### src/rtl/pwmsr_pkg.sv
// ----------------------------------------------------------------------------
// pwmsr_pkg
// Shared constants and types for the three-channel PWM slew ramp unit.
// ----------------------------------------------------------------------------
package pwmsr_pkg;

  // Number of duty channels and width of a duty level.
  localparam int CHANNELS       = 3;
  localparam int LEVEL_BITS     = 16;

  // Fixed widths of the external fields.
  localparam int OUT_FIELDS     = 3;
  localparam int OUT_LEVEL_BITS = 16;
  localparam int PERIOD_BITS    = 8;

  // Register map: register i sits at byte address 4*i.
  localparam int NUM_REGS       = 5;
  localparam int PADDR_BITS     = 5;
  localparam int PDATA_BITS     = 32;
  localparam int REG_IDX_BITS   = PADDR_BITS - 2;

  localparam logic [REG_IDX_BITS-1:0] REG_RAMP_PERIOD = REG_IDX_BITS'(0);
  localparam logic [REG_IDX_BITS-1:0] REG_MIN_LEVEL   = REG_IDX_BITS'(1);
  localparam int                      REG_TARGET_BASE = 2;

  typedef logic [LEVEL_BITS-1:0]  level_t;
  typedef logic [PERIOD_BITS-1:0] period_t;

  // Per-channel state as reported in one result.
  typedef struct packed {
    level_t level;
    logic   enable;
    logic   changed;
  } chan_res_t;

endpackage

### src/rtl/pwmsr_regs.sv
// ----------------------------------------------------------------------------
// pwmsr_regs
// APB register file holding the ramp period, minimum level and targets.
// ----------------------------------------------------------------------------
module pwmsr_regs (
  input  logic                               clk,
  input  logic                               rst,
  input  logic                               psel,
  input  logic                               penable,
  input  logic                               pwrite,
  input  logic [pwmsr_pkg::PADDR_BITS-1:0]   paddr,
  input  logic [pwmsr_pkg::PDATA_BITS-1:0]   pwdata,
  output logic [pwmsr_pkg::PDATA_BITS-1:0]   prdata,
  output logic                               pready,
  output pwmsr_pkg::period_t                 ramp_period,
  output pwmsr_pkg::level_t                  min_level,
  output pwmsr_pkg::level_t                  target_levels [pwmsr_pkg::CHANNELS]
);
  import pwmsr_pkg::*;

  logic [REG_IDX_BITS-1:0] idx;
  logic                    wr_en;

  assign idx    = paddr[PADDR_BITS-1:2];
  assign wr_en  = psel && penable && pwrite;
  assign pready = 1'b1;

  always_ff @(posedge clk) begin
    if (rst) begin
      ramp_period <= '0;
      min_level   <= '0;
      for (int c = 0; c < CHANNELS; c++) begin
        target_levels[c] <= '0;
      end
    end else if (wr_en) begin
      if (idx == REG_RAMP_PERIOD) begin
        ramp_period <= pwdata[PERIOD_BITS-1:0];
      end
      if (idx == REG_MIN_LEVEL) begin
        min_level <= pwdata[LEVEL_BITS-1:0];
      end
      for (int c = 0; c < CHANNELS; c++) begin
        if ((REG_TARGET_BASE + c < NUM_REGS) && (int'(idx) == REG_TARGET_BASE + c)) begin
          target_levels[c] <= pwdata[LEVEL_BITS-1:0];
        end
      end
    end
  end

  always_comb begin
    prdata = '0;
    case (idx)
      REG_RAMP_PERIOD: prdata = PDATA_BITS'(ramp_period);
      REG_MIN_LEVEL:   prdata = PDATA_BITS'(min_level);
      default: begin
        for (int c = 0; c < CHANNELS; c++) begin
          if ((REG_TARGET_BASE + c < NUM_REGS) && (int'(idx) == REG_TARGET_BASE + c)) begin
            prdata = PDATA_BITS'(target_levels[c]);
          end
        end
      end
    endcase
  end

endmodule

### src/rtl/pwmsr_chan.sv
// ----------------------------------------------------------------------------
// pwmsr_chan
// One duty channel: level and enable state, one-step slew toward the target.
// ----------------------------------------------------------------------------
module pwmsr_chan (
  input  logic                 clk,
  input  logic                 rst,
  input  logic                 step,
  input  pwmsr_pkg::level_t    target_level,
  input  pwmsr_pkg::level_t    min_level,
  output pwmsr_pkg::chan_res_t res
);
  import pwmsr_pkg::*;

  level_t                level;
  logic                  enable;
  level_t                level_next;
  logic                  enable_next;
  logic                  moved;
  logic [LEVEL_BITS:0]   min_plus_one;

  // The on threshold is one bit wider so a minimum at full scale never wraps.
  assign min_plus_one = {1'b0, min_level} + (LEVEL_BITS + 1)'(1);
  assign moved        = step && (level != target_level);

  always_comb begin
    level_next  = level;
    enable_next = enable;
    if (moved) begin
      if (level < target_level) begin
        level_next = level + LEVEL_BITS'(1);
      end else begin
        level_next = level - LEVEL_BITS'(1);
      end
      if (level_next == min_level) begin
        enable_next = 1'b0;
      end else if (({1'b0, level_next} == min_plus_one) && (target_level > min_level)) begin
        enable_next = 1'b1;
      end
    end
  end

  always_ff @(posedge clk) begin
    if (rst) begin
      level  <= '0;
      enable <= 1'b0;
    end else begin
      level  <= level_next;
      enable <= enable_next;
    end
  end

  assign res.level   = level_next;
  assign res.enable  = enable_next;
  assign res.changed = moved;

endmodule

### src/rtl/three_channel_pwm_slew_ramp_unit.sv
// ----------------------------------------------------------------------------
// three_channel_pwm_slew_ramp_unit
// Slew-rate limiter for three PWM duty levels, driven by millisecond ticks.
// ----------------------------------------------------------------------------
// Each accepted transaction on the input channel carries one tick bit. A tick
// of one counts the step divider down; when the divider is already zero it
// reloads from ramp_period and every channel moves its duty level one count
// toward its target, so levels step once every ramp_period+1 ticks. A channel
// that steps onto min_level switches its output off, and one that steps onto
// min_level+1 while its target is above min_level switches it back on. Every
// input transaction produces exactly one output transaction carrying the new
// levels, enables and per-channel changed flags. The whole update is a single
// compare, increment or decrement and reload, done in the cycle the input is
// accepted and captured in an output register, so the unit takes one input
// transaction per clock while results are taken, being stalled only while the
// output register holds an untaken result. Configuration registers are to be
// written over the APB port only while the unit is idle; this is not enforced.
module three_channel_pwm_slew_ramp_unit (
  input  logic                               clk,
  input  logic                               rst,
  // Input channel
  input  logic                               in_valid,
  output logic                               in_ready,
  input  logic                               tick,
  // Output channel
  output logic                               out_valid,
  input  logic                               out_ready,
  output logic [pwmsr_pkg::OUT_LEVEL_BITS-1:0] level_a,
  output logic [pwmsr_pkg::OUT_LEVEL_BITS-1:0] level_b,
  output logic [pwmsr_pkg::OUT_LEVEL_BITS-1:0] level_c,
  output logic                               enable_a,
  output logic                               enable_b,
  output logic                               enable_c,
  output logic                               changed_a,
  output logic                               changed_b,
  output logic                               changed_c,
  // Configuration port
  input  logic                               psel,
  input  logic                               penable,
  input  logic                               pwrite,
  input  logic [pwmsr_pkg::PADDR_BITS-1:0]   paddr,
  input  logic [pwmsr_pkg::PDATA_BITS-1:0]   pwdata,
  output logic [pwmsr_pkg::PDATA_BITS-1:0]   prdata,
  output logic                               pready
);
  import pwmsr_pkg::*;

  period_t   ramp_period;
  level_t    min_level;
  level_t    target_levels [CHANNELS];

  period_t   step_divider;
  logic      accept;
  logic      step;

  chan_res_t chan_res [CHANNELS];
  chan_res_t field_res [OUT_FIELDS];
  chan_res_t result [OUT_FIELDS];

  pwmsr_regs u_regs (
    .clk           (clk),
    .rst           (rst),
    .psel          (psel),
    .penable       (penable),
    .pwrite        (pwrite),
    .paddr         (paddr),
    .pwdata        (pwdata),
    .prdata        (prdata),
    .pready        (pready),
    .ramp_period   (ramp_period),
    .min_level     (min_level),
    .target_levels (target_levels)
  );

  // A new transaction is taken whenever the output register is empty or is
  // being emptied in the same cycle.
  assign in_ready = !out_valid || out_ready;
  assign accept   = in_valid && in_ready;

  // The levels step on a tick that finds the divider at zero.
  assign step = accept && tick && (step_divider == '0);

  always_ff @(posedge clk) begin
    if (rst) begin
      step_divider <= '0;
    end else if (accept && tick) begin
      if (step_divider == '0) begin
        step_divider <= ramp_period;
      end else begin
        step_divider <= step_divider - PERIOD_BITS'(1);
      end
    end
  end

  for (genvar c = 0; c < CHANNELS; c++) begin : g_chan
    pwmsr_chan u_chan (
      .clk          (clk),
      .rst          (rst),
      .step         (step),
      .target_level (target_levels[c]),
      .min_level    (min_level),
      .res          (chan_res[c])
    );
  end

  // Result slots with no channel behind them report zero.
  for (genvar f = 0; f < OUT_FIELDS; f++) begin : g_field
    if (f < CHANNELS) begin : g_live
      assign field_res[f] = chan_res[f];
    end else begin : g_absent
      assign field_res[f] = '0;
    end
  end

  // Output register. The payload is loaded only with a transaction, so it
  // holds steady while the downstream side stalls.
  always_ff @(posedge clk) begin
    if (rst) begin
      out_valid <= 1'b0;
    end else if (accept) begin
      out_valid <= 1'b1;
    end else if (out_ready) begin
      out_valid <= 1'b0;
    end
  end

  always_ff @(posedge clk) begin
    if (accept) begin
      for (int f = 0; f < OUT_FIELDS; f++) begin
        result[f] <= field_res[f];
      end
    end
  end

  assign level_a   = OUT_LEVEL_BITS'(result[0].level);
  assign level_b   = OUT_LEVEL_BITS'(result[1].level);
  assign level_c   = OUT_LEVEL_BITS'(result[2].level);
  assign enable_a  = result[0].enable;
  assign enable_b  = result[1].enable;
  assign enable_c  = result[2].enable;
  assign changed_a = result[0].changed;
  assign changed_b = result[1].changed;
  assign changed_c = result[2].changed;

  // A step reloads the divider from the programmed period.
  a_reload: assert property (@(posedge clk) disable iff (rst)
    step |=> (step_divider == $past(ramp_period)))
    else $error("step divider did not reload on a level step");

  // The divider only moves on an accepted transaction.
  a_div_hold: assert property (@(posedge clk) disable iff (rst)
    !accept |=> $stable(step_divider))
    else $error("step divider moved without an accepted transaction");

  // Every accepted transaction leaves a result waiting in the output register.
  a_result: assert property (@(posedge clk) disable iff (rst)
    accept |=> out_valid)
    else $error("accepted transaction produced no result");

  // No channel reports a change unless the divider allowed a step.
  a_changed: assert property (@(posedge clk) disable iff (rst)
    (accept && !step) |=> (!changed_a && !changed_b && !changed_c))
    else $error("channel reported a change without a level step");

endmodule

### config.mk
export PLATFORM = sky130hd
export DESIGN_NAME = three_channel_pwm_slew_ramp_unit
export DESIGN_NICKNAME = d
export VERILOG_FILES = /design/src/rtl/pwmsr_pkg.sv /design/src/rtl/pwmsr_regs.sv /design/src/rtl/pwmsr_chan.sv /design/src/rtl/three_channel_pwm_slew_ramp_unit.sv
export SDC_FILE = /design/constraint.sdc
export NUM_CORES = 1
export LEC_CHECK = 0
export BUFFER_PORTS_ARGS = -buffer_cell sky130_fd_sc_hd__buf_2
export CORE_UTILIZATION = 55
export DETAILED_ROUTE_END_ITERATION = 12
export PLACE_DENSITY = 0.81
export SKIP_LAST_GASP = 1
export SYNTH_ARGS = -nofsm -noshare
export SYNTH_HDL_FRONTEND = slang
export SYNTH_SLANG_ARGS = --single-unit
### constraint.sdc
create_clock -name clk -period 10.4 [get_ports clk]
set_input_delay 1.04 -clock clk [delete_from_list [all_inputs] [get_ports clk]]
set_output_delay 1.04 -clock clk [all_outputs]
set_load 0.01 [all_outputs]
== Word-level counts from Yosys, hierarchy flattened ==
Memories as Yosys holds them, arrays and structs flattened.
Index checks and enable logic that the tools add are counted.
Word-level totals
  output and inout bits: 89
  memory bits (writable): 54
  bits in registers: 132
  memories: 1
Memories
  result: words 3, width 18, read ports 3, clocked after memory_dff 0, write ports 3, line three_channel_pwm_slew_ramp_unit.sv:58  | chan_res_t result [OUT_FIELDS];
Operators by class
  mux-type cells: 27
  reductions and logical operators: 21
  equality and inequality tests: 13
  order comparisons: 6
  add/subtract/negate cells: 8
Operators with widths (count)
  $mux W16: 12
  $pmux W32 S2: 1
  $eq A16 B17 Y1: 3
  $add A16 B1 Y16 const B: 3
  $eq A16 B16 Y1: 3
  $gt A16 B16 Y1: 3
  $lt A16 B16 Y1: 3
  $ne A16 B16 Y1: 3
  $sub A16 B1 Y16 const B: 3
  $add A16 B1 Y17 const B: 1
  $mux W1: 13
  $logic_and A1 B1 Y1: 11
  $reduce_and A2 Y1: 5
  $eq A3 B3 Y1 const B: 3
  $logic_not A8 Y1: 1
  $mux W8: 1
  $sub A8 B1 Y8 const B: 1
  $eq A3 B1 Y1 const B: 1
  $logic_not A3 Y1: 1
  $reduce_bool A2 Y1: 1
  $logic_not A1 Y1: 1
  $logic_or A1 B1 Y1: 1

== Depth between registers and ports, before layout ==
  depth in word-level cells: 12
  gate-level depth with buffers: 18
  gate-level depth less buffers: 17

== Hierarchy ==
A second synthesis with hierarchy kept.
Second synthesis, totals
  cells, all modules: 1754
  area, all modules: 15700.1 um2
By module, submodules not included
  pwmsr_chan (g_chan[1].u_chan ...): cells an instance 425, sequential area each 340.3 um2, instances 2, area an instance 3331.9 um2
  pwmsr_regs: cells an instance 367, sequential area each 1441.4 um2, instances 1, area an instance 3617.2 um2
  pwmsr_chan (g_chan[0].u_chan): cells an instance 414, sequential area each 340.3 um2, instances 1, area an instance 3244.4 um2
  three_channel_pwm_slew_ramp_unit: cells an instance 123, sequential area each 1801.7 um2, instances 1, area an instance 2174.6 um2

== Least setup slack after synthesis ==
No wires, ideal clock.
  path kind: reg-to-reg
  start point: register u_regs.target_levels[23] (netlist bit)
  end point: memory result[0][19] (netlist bit), data pin
  arrival time: 4.104 ns
  buffers on the path: 1
  path slack: 6.035 ns
  cell stages (with the launch flop): 18
  data required time: 10.139 ns
  cells stage by stage: dfxtp_1 -> inv_1 -> ha_1 -> a21oi_1 -> o21ai_0 -> a311oi_1 -> nand3_1 -> ha_1 -> buf_1 -> nor3_1 -> a311oi_1 -> a21oi_1 -> nor4b_2 -> o2111ai_1 -> nor4b_1 -> nand4_1 -> and4b_1 -> nor2_1
RTL lines
  start: declaration: line pwmsr_regs.sv:17  | output pwmsr_pkg::level_t target_levels [pwmsr_pkg::CHANNELS]
  start signal: indexed assignment: line pwmsr_regs.sv:44  | target_levels[c] <= pwdata[LEVEL_BITS-1:0];
  end: declaration: line three_channel_pwm_slew_ramp_unit.sv:58

==> impl_metrics.yaml <==
cells_and_area:
  num-fill-cells: 2191
  finalInstanceArea_um2: 15120
  nets: 1940
  layout_common_cells: "sky130_fd_sc_hd__nand2_1 (317), sky130_fd_sc_hd__a21oi_1 (181), sky130_fd_sc_hd__ha_1 (146), sky130_fd_sc_hd__dfxtp_1 (132), sky130_fd_sc_hd__xnor2_1 (111)"
  drive_gt1_share_pct: 10.18
  insertedDiodeCount: 0
  area_growth_pct: 8.553
  layout.cells.most_common: "sky130_fd_sc_hd__nand2_1"
sta:
  finalWorstSetupSlack_ns: 4.680
  fin_tns_setup_ns: 0
  timing.fmax_ghz: 0.1748
  final-hold-violation-count: 0
  finalSetupViolations: 0
  skew_ns: 0.01458
  final.min_clock_period_ns: 5.720
  rsz_0062_raised_after_global_routing: "false"
  max_slew.worst_pin.slew_ns: 1.192
  timing.final.crit_share_pct: 55.00
  report.final.slew_viol_count: 0
  maxSlewHeadroom_pct: 19.42
grt:
  grt_pass1_vias: 12000
  grt_usage_pct: 31.96
  antenna_found_initial: 0
  grt_pass1_wl_um: 63990
  globalRoute.totalOverflow: 0
  grt_start_max_net_pins: 69
route:
  num_vias: 12780
  drt_iter0_markers: 1141
  wl_met3_um: 3895
  met2WireLength_um: 18410
  detail_route.wl_per_cell_um: 19.94
  ant_nets: 0
  drt_pre_antenna_iters: 12
  remaining_drc_errors: 1
  detail_route.vias_per_cell: 6.134
  highest_layer: "met4"
  drt_wl_total_um: 41530
  wl_met1_um: 17180
synthesis:
  yosys_warnings: 0
  dominantRegCellSynth: "sky130_fd_sc_hd__dfxtp_1"
  synth.cell_area_um2: 13930
  library_cell_with_the_largest_summed_area_after_synthesis: "sky130_fd_sc_hd__dfxtp_1"
  synth-seq-area-share_pct: 30.62
  synth-seq-cells: 186
  synth-edff-count: 54
  ys_types: 95
  yosysTopAreaCellShare_pct: 18.98
  yosys-top-cells-area: "sky130_fd_sc_hd__dfxtp_1 (19%), sky130_fd_sc_hd__ha_1 (13%), sky130_fd_sc_hd__edfxtp_1 (12%)"
  post_synthesis_async_set_or_reset_flop_share_pct: 0
  netlist_instances: 1698
  syn-mean-instance-area_um2: 8.201
cts:
  cts_inserted_buffers: 17
  postCtsSetupRepairBufs: 0
  cts_tree: "done"
  clockBufferDepth: 2
  postCtsHoldBufs: 0
  cts-resized-gates: 0
  cts_root_buffer: "sky130_fd_sc_hd__clkbuf_16"
  htreeDepth: 4
  clkTransAtPathRegs_ns: 0.09
  cts.sink_count: 186
  clk-insertion-delay-late_ns: 0.46
run_status:
  outcome: "finished, violations left"
  failed_checks: "design-rule violations"
floorplanning:
  die_x_um: 161.1
  floorplan.core_area_um2: 24600
  initial_utilization_pct: 56.60
  ios: 134
  rows: 57
  die_height_um: 161.1
  design.die.area_um2: 25960
hold_path:
  hold_class: "register to register"
setup_path:
  timing.setup.critical_path_class: "register to register"
  worst_path_max_delay_cell: "sky130_fd_sc_hd__nor4b_1"
  cp_slowest_stage_delay_ns: 1.00
  arrival_ns: 5.91
  critPathRequiredTime_ns: 10.59
  worst_setup_path_end_kind: "register"
  critical_path.max_fanout: 23
  worstSetupStartpointType: "register"
  crit_chain: "inv_1, ha_1, a21oi_1, o21ai_0, a311oi_1, nand3_1, ha_1, nand2_1, a211oi_2, nor4_1, nor4b_1, xnor2_1, nor2_1, nand4_1, and4b_1, nor2_1"
placement:
  postPlaceCellArea_um2: 14500
  place_worst_setup_slack_ns: 4.883
  io_buffer_count: 98
  routability_cong: 0.9933
  detailed_place_hpwl_um: 31660
run:
  drv_cap: 0
==> critical path: cells and delay by family, from the launching register on <==
kind	cells	cell delay (ns)
simple gates	8	2.61
xor+xnor	1	0.13
fa+ha+maj	2	1.22
buf+inv	1	0.08
compound gates	4	0.94
flops	1	0.46
==> cell type report <==
cell class	count	area, µm²	share of cell area [%]
Multi-Input combinational cell	1343	8921	59.01
Tap cell	324	405.4	2.682
Clock inverter	15	195.2	1.291
Inverter	90	337.8	2.235
Timing Repair Buffer	108	568.0	3.758
Sequential cell	186	4264	28.21
Clock buffer	17	425.4	2.814
==> cell usage after synthesis, types with 5 or more instances <==
cell type                   count
sky130_fd_sc_hd__o211ai_1       9
sky130_fd_sc_hd__nand4_1       37
sky130_fd_sc_hd__xor2_1        31
sky130_fd_sc_hd__or2_2          6
sky130_fd_sc_hd__dfxtp_1      132
sky130_fd_sc_hd__a31oi_1        5
sky130_fd_sc_hd__a211oi_1       6
sky130_fd_sc_hd__o21ai_0       63
sky130_fd_sc_hd__nand2b_1      10
sky130_fd_sc_hd__o21a_1        12
sky130_fd_sc_hd__nor2_1        79
sky130_fd_sc_hd__a21o_1        17
sky130_fd_sc_hd__mux2i_1       27
sky130_fd_sc_hd__ha_1         146
sky130_fd_sc_hd__a22oi_1       10
sky130_fd_sc_hd__buf_1          5
sky130_fd_sc_hd__nand2_1      317
sky130_fd_sc_hd__xnor2_1      111
sky130_fd_sc_hd__inv_1         86
sky130_fd_sc_hd__and2_1         6
sky130_fd_sc_hd__nand3_1       28
sky130_fd_sc_hd__a21oi_1      181
sky130_fd_sc_hd__nor4_1        19
sky130_fd_sc_hd__o22ai_1       12
sky130_fd_sc_hd__o2111ai_1      5
sky130_fd_sc_hd__buf_2         10
sky130_fd_sc_hd__buf_4         20
sky130_fd_sc_hd__o31ai_1        8
sky130_fd_sc_hd__a311oi_1       6
sky130_fd_sc_hd__nor3_1        23
sky130_fd_sc_hd__nor2b_1       47
sky130_fd_sc_hd__clkbuf_1      55
sky130_fd_sc_hd__edfxtp_1      54
==> logic make-up (layout without fill, tap and decap cells) <==
group,count (synthesis),count (layout),synth area share [%]
AO/OA/AOI/OAI,383,383,17.03
multiplexers,31,31,2.264
XOR/XNOR,149,149,10.02
buffers and inverters,184,230,5.732
adder cells (fa/ha/maj),149,149,13.55
flip-flops,186,186,30.62
AND/OR/NAND/NOR,614,614,20.74
other,2,17,0.05393
==> flip-flops by register name, summed over array words and instances, names as in the netlist <==
register / cells
g_chan.u_chan.enable: 3
g_chan.u_chan.level: 48
out_valid: 1
result: 54
step_divider: 8
u_regs.min_level: 16
u_regs.ramp_period: 8
u_regs.target_levels: 48
==> path summary, 6_finish.rpt <==
check / startpoint / end / slack, ns / cells after the start
max: u_regs.target_levels[21]$_SDFFE_PP0P_ / result[0][19]$_DFFE_PP_ / 4.68 / 16
max reg2reg: u_regs.target_levels[21]$_SDFFE_PP0P_ / result[0][19]$_DFFE_PP_ / 4.68 / 16
min: u_regs.target_levels[42]$_SDFFE_PP0P_ / u_regs.target_levels[42]$_SDFFE_PP0P_ / 0.48 / 2
min reg2reg: u_regs.target_levels[42]$_SDFFE_PP0P_ / u_regs.target_levels[42]$_SDFFE_PP0P_ / 0.48 / 2
==> metrics by stage <==
stage,hold WS [ns],utilization [%],cells
floorplan,0.4530,-,1713
global placement,0.4639,58.92,2051
detailed placement,0.4694,58.92,2051
CTS,0.4796,61.44,2083
global route,0.5085,61.44,2083
finish,0.4834,61.44,2083
==> per-layer routing <==
metal	track usage, %	vias up
li1	-	6039
met1	41.48	5978
met2	50.67	627
met3	6.523	133
met4	15.57	0
met5	0	-
Power is left out: the tool's default activity adds up to more than one toggle a clock period on the data nets, which glitch-free logic cannot reach.
